<file path="src/hw/rtl/cpsp_pkg.sv">
`timescale 1ns / 1ps
// ----------------------------------------------------------------------------
// cpsp_pkg
// Shared types, widths, limits and helpers for the cascaded position/speed
// PID unit.
// ----------------------------------------------------------------------------
package cpsp_pkg;

    localparam int CFG_W     = 10;
    localparam int CFG_IDX_W = 3;
    localparam int IN_W      = 16;
    localparam int DRIVE_W   = 8;
    localparam int SETPT_W   = 14;
    localparam int POS_W     = 32;
    localparam int ERR_W     = 32;
    localparam int DIFF_W    = 33;
    localparam int WIDE_W    = 41;
    localparam int SUM_W     = 46;

    // reset values of the configuration registers
    localparam logic [CFG_W-1:0] PERIOD_RESET   = 10'd40;
    localparam logic [CFG_W-1:0] SPEED_KP_RESET = 10'd77;
    localparam logic [CFG_W-1:0] SPEED_KI_RESET = 10'd77;
    localparam logic [CFG_W-1:0] SPEED_KD_RESET = 10'd0;
    localparam logic [CFG_W-1:0] POS_KP_RESET   = 10'd77;
    localparam logic [CFG_W-1:0] POS_KI_RESET   = 10'd0;
    localparam logic [CFG_W-1:0] POS_KD_RESET   = 10'd102;

    // output limits: 100.0 and 20.0 in Q16.16
    localparam logic signed [SUM_W-1:0] DRIVE_LIM_Q16 = 46'sd6553600;
    localparam logic signed [SUM_W-1:0] SPEED_LIM_Q16 = 46'sd1310720;

    // limits as they show at the ports
    localparam logic signed [DRIVE_W-1:0] DRIVE_MAX = 8'sd100;
    localparam logic signed [SETPT_W-1:0] SETPT_MAX = 14'sd5120;

    localparam logic signed [WIDE_W-1:0] SAT_HI = 41'sd2147483647;
    localparam logic signed [WIDE_W-1:0] SAT_LO = -41'sd2147483648;

    typedef enum logic [CFG_IDX_W-1:0] {
        CFG_PERIOD   = 3'd0,
        CFG_SPEED_KP = 3'd1,
        CFG_SPEED_KI = 3'd2,
        CFG_SPEED_KD = 3'd3,
        CFG_POS_KP   = 3'd4,
        CFG_POS_KI   = 3'd5,
        CFG_POS_KD   = 3'd6
    } t_cfg_idx;

    typedef struct packed {
        logic [CFG_W-1:0] kp;
        logic [CFG_W-1:0] ki;
        logic [CFG_W-1:0] kd;
    } t_gains;

    // saturate a wide signed value to signed 32 bits
    function automatic logic signed [ERR_W-1:0] sat32(input logic signed [WIDE_W-1:0] v);
        logic signed [ERR_W-1:0] r;
        if (v > SAT_HI) begin
            r = SAT_HI[ERR_W-1:0];
        end else if (v < SAT_LO) begin
            r = SAT_LO[ERR_W-1:0];
        end else begin
            r = v[ERR_W-1:0];
        end
        return r;
    endfunction

endpackage

</file>
<file path="src/hw/rtl/cpsp_pid_core.sv">
`timescale 1ns / 1ps
// ----------------------------------------------------------------------------
// cpsp_pid_core
// One positional PID pass: saturating integral, three gain products and
// their Q16.16 sum.
// ----------------------------------------------------------------------------
module cpsp_pid_core
    import cpsp_pkg::*;
(
    input  logic signed [ERR_W-1:0] i_err,
    input  logic signed [ERR_W-1:0] i_prev_err,
    input  logic signed [ERR_W-1:0] i_integ,
    input  t_gains                  i_gains,
    output logic signed [ERR_W-1:0] o_integ,
    output logic signed [SUM_W-1:0] o_sum
);

    logic signed [DIFF_W-1:0] diff;
    logic signed [DIFF_W-1:0] integ_add;
    logic signed [ERR_W-1:0]  integ_sat;
    logic signed [CFG_W:0]    kp_s;
    logic signed [CFG_W:0]    ki_s;
    logic signed [CFG_W:0]    kd_s;
    logic signed [42:0]       err_x;
    logic signed [42:0]       integ_x;
    logic signed [43:0]       diff_x;
    logic signed [42:0]       p_kp;
    logic signed [42:0]       p_ki;
    logic signed [43:0]       p_kd;

    assign diff      = {i_err[ERR_W-1], i_err} - {i_prev_err[ERR_W-1], i_prev_err};
    assign integ_add = {i_integ[ERR_W-1], i_integ} + {i_err[ERR_W-1], i_err};
    assign integ_sat = sat32({{(WIDE_W-DIFF_W){integ_add[DIFF_W-1]}}, integ_add});

    // zero integral gain holds the integral at zero
    assign o_integ = (i_gains.ki == '0) ? '0 : integ_sat;

    assign kp_s    = {1'b0, i_gains.kp};
    assign ki_s    = {1'b0, i_gains.ki};
    assign kd_s    = {1'b0, i_gains.kd};
    assign err_x   = {{11{i_err[ERR_W-1]}}, i_err};
    assign integ_x = {{11{o_integ[ERR_W-1]}}, o_integ};
    assign diff_x  = {{11{diff[DIFF_W-1]}}, diff};

    assign p_kp = kp_s * err_x;
    assign p_ki = ki_s * integ_x;
    assign p_kd = kd_s * diff_x;

    assign o_sum = {{3{p_kp[42]}}, p_kp} + {{3{p_ki[42]}}, p_ki} + {{2{p_kd[43]}}, p_kd};

endmodule

</file>
<file path="config.mk">
export PLATFORM = sky130hd
export DESIGN_NAME = cpsp_pid_core
export DESIGN_NICKNAME = d
export VERILOG_FILES = /design/src/hw/rtl/cpsp_pkg.sv /design/src/hw/rtl/cpsp_pid_core.sv
export SDC_FILE = /design/constraint.sdc
export NUM_CORES = 2
export LEC_CHECK = 0
export BUFFER_PORTS_ARGS = -buffer_cell sky130_fd_sc_hd__buf_2
export CAP_MARGIN = 20
export CORE_UTILIZATION = 60
export DETAILED_ROUTE_END_ITERATION = 10
export PLACE_DENSITY = 0.77
export SLEW_MARGIN = 20
export SYNTH_ARGS = -nofsm -noshare
export SYNTH_HDL_FRONTEND = slang
export SYNTH_SLANG_ARGS = --single-unit
</file>
<file path="constraint.sdc">
create_clock -name vclk -period 15.6
set_input_delay 2.34 -clock vclk [all_inputs]
set_output_delay 2.34 -clock vclk [all_outputs]
set_load 0.005 [all_outputs]
</file>
==> key figures <==
Timing
  – Slew Limit Fails: 0
  – Slew margin rel.: 24.9%
  – Final hold vios: 0
  – Achievable frequency: 0.0653 GHz
  – Pin slew with the least headroom to its limit: 1.12 ns
  – Period utilization: 98.2%
  – Final setup viols: 0
  – Setup TNS: 0 ns
  – Final min period: 15.32 ns
  – RSZ-0062 raised after global routing: false

Min path
  – Hold-critical path endpoint: o_integ[23]
  – Worst hold path class: input port to output pin
  – Worst hold stages: 5
  – Min-delay src: i_gains[11]

Worst setup path
  – CP max stage delay: 0.68 ns
  – Startpoint Class: input port
  – Bufs and invs on worst path: 8
  – Worst EP required: 13.26 ns
  – Slowest-stage cell, CP: and2_1
  – Max FO, Critical Path: 14
  – Most frequent cell on the critical path: fa_1
  – Setup crit end kind: output pin
  – Crit path DAT: 12.98 ns
  – CP Class: input port to output pin
  – Largest delay share family, worst path: adder cells

Drt
  – Iteration-0 DRC Markers: 2592
  – Final ANT Viol Nets: 0
  – First-pass detailed-route iteration total: 6
  – # DRC: 0
  – Via density: 5.97
  – Vias: 30.9k
  – WL/cell: 22.4 um
  – WL final: 116000 um

Final layout
  – Storage cell area: 0 um2
  – Fin cells: 5182
  – Count of flip-flops and latches: 0
  – Footprint of the multi-input gates: 0.0334 mm2
  – Area Overhead vs Synth: 5.08%
  – Filler cells: 5325
  – Final #Nets: 5720
  – # clk buffers: 0
  – Layout cells sized above 1: 8.24%

CTS
  – Post-cts resize count: 0
  – Post-CTS Setup Inserts: 0
  – Hold Buf Count CTS: 0

Global routing
  – Grt ovf: 0
  – Top Usage Layer GRT: met2
  – First-pass GRT wire length: 184000 um
  – Met2 Use GR: 62.2%
  – Largest net degree at the start of global routing: 135
  – Tot GR Track Use: 37.6%
  – Met1 GRT Util: 43.9%
  – Vias in the first global route: 33.3k
  – Initial antenna violation count: 4
  – Met3 usage: 6.93%

Synth
  – Synth warnings: 0
  – Synth area leaders: fa_1 52%, inv_1 9.8%, ha_1 9.0%
  – Top-area cell type share of the netlist area: 51.7%
  – Post-Synthesis Net Count: 5647
  – Mapped Area: 0.0381 mm2
  – Seq/Total Area, Yosys: 0%
  – Commonest cells post-synth: 996 x inv_1, 985 x fa_1, 584 x nand2_1
  – Cells after synthesis: 4261
  – Average size of a mapped cell: 8.94 um2
  – Area leader, netlist: fa_1
  – Most frequent cell after synthesis: inv_1
  – Synth cell types: 77

Die
  – Die Ht: 254 um
  – Initial Util: 60.5%
  – Cell row count: 92
  – I/O Pins: 204
  – Die area: 0.0645 mm2
  – Die Wd: 254 um
  – Core ar.: 0.0630 mm2

Placed design
  – Post-DP HPWL: 97400 um
  – Dpl cells: 5178
  – Gpl congestion: 1.03
  – Port Buf Inserts: 204

Run status
  – Status: finished clean

Job
  – Max_cap viols: 0
==> kinds of logic after synthesis <==
| family | Yosys count | share of synthesized area (%) |
|---|---|---|
| buffers and inverters | 1233 | 12.5 |
| adder cells (fa/ha/maj) | 1260 | 60.8 |
| AO/OA/AOI/OAI | 667 | 12.2 |
| AND/OR/NAND/NOR | 1002 | 12.2 |
| XOR/XNOR | 99 | 2.35 |
==> area by class of cell <==
class / instances / area share [%]
Multi-Input combinational cell: 3028 / 83.4
Inverter: 996 / 9.33
Timing Repair Buffer: 308 / 4.60
Tap cell: 846 / 2.64
Antenna cell: 4 / 0.0250
==> per-layer routing <==
layer	part of all wire, %	wire length [um]	vias up
met5	0.020	23	-
met2	49	56500	1675
li1	-	-	13134
met3	8.6	10000	520
met4	8.9	10400	4
met1	34	39400	15581
==> cell usage in the layout (no fill, tap or decap), drive strengths merged, types with 4 or more instances in the layout <==
cell type / n
a2111oi: 4
a211o: 4
a211oi: 12
a21boi: 9
a21o: 52
a21oi: 111
a22o: 70
a22oi: 68
a2bb2oi: 9
a31o: 5
a31oi: 13
and2: 216
and3: 19
and4: 4
buf: 308
diode: 4
fa: 985
ha: 275
inv: 996
nand2: 584
nand2b: 18
nand3: 43
nand4: 16
nor2: 55
nor2b: 20
nor3: 9
o211ai: 8
o21a: 45
o21ai: 156
o21bai: 20
o22ai: 23
o2bb2ai: 6
o311ai: 7
o31a: 8
o31ai: 12
xnor2: 72
xor2: 27
==> per-stage QoR <==
stage	area [um2]	hold slack [ns]	utilization, %	setup slack, ns
CTS	40000	5.30	63.5	0.168
finish	40100	5.29	63.6	0.275
global placement	40000	5.32	63.5	0.294
detailed placement	40000	5.30	63.5	0.202
floorplan	38100	5.00	-	1.67
global route	40000	5.34	63.6	0.0110
==> how the worst max path moves through the flow <==
stage,startpoint,end,slack (ns),cells past startpoint
after floorplan,i_err[0],o_sum[45],1.67,37
after global placement,i_err[0],o_sum[44],0.29,38
after detailed placement,i_err[0],o_sum[44],0.20,38
after CTS,i_err[0],o_sum[44],0.17,38
after global routing,i_err[0],o_sum[44],0.01,40
final,i_err[2],o_sum[44],0.28,36
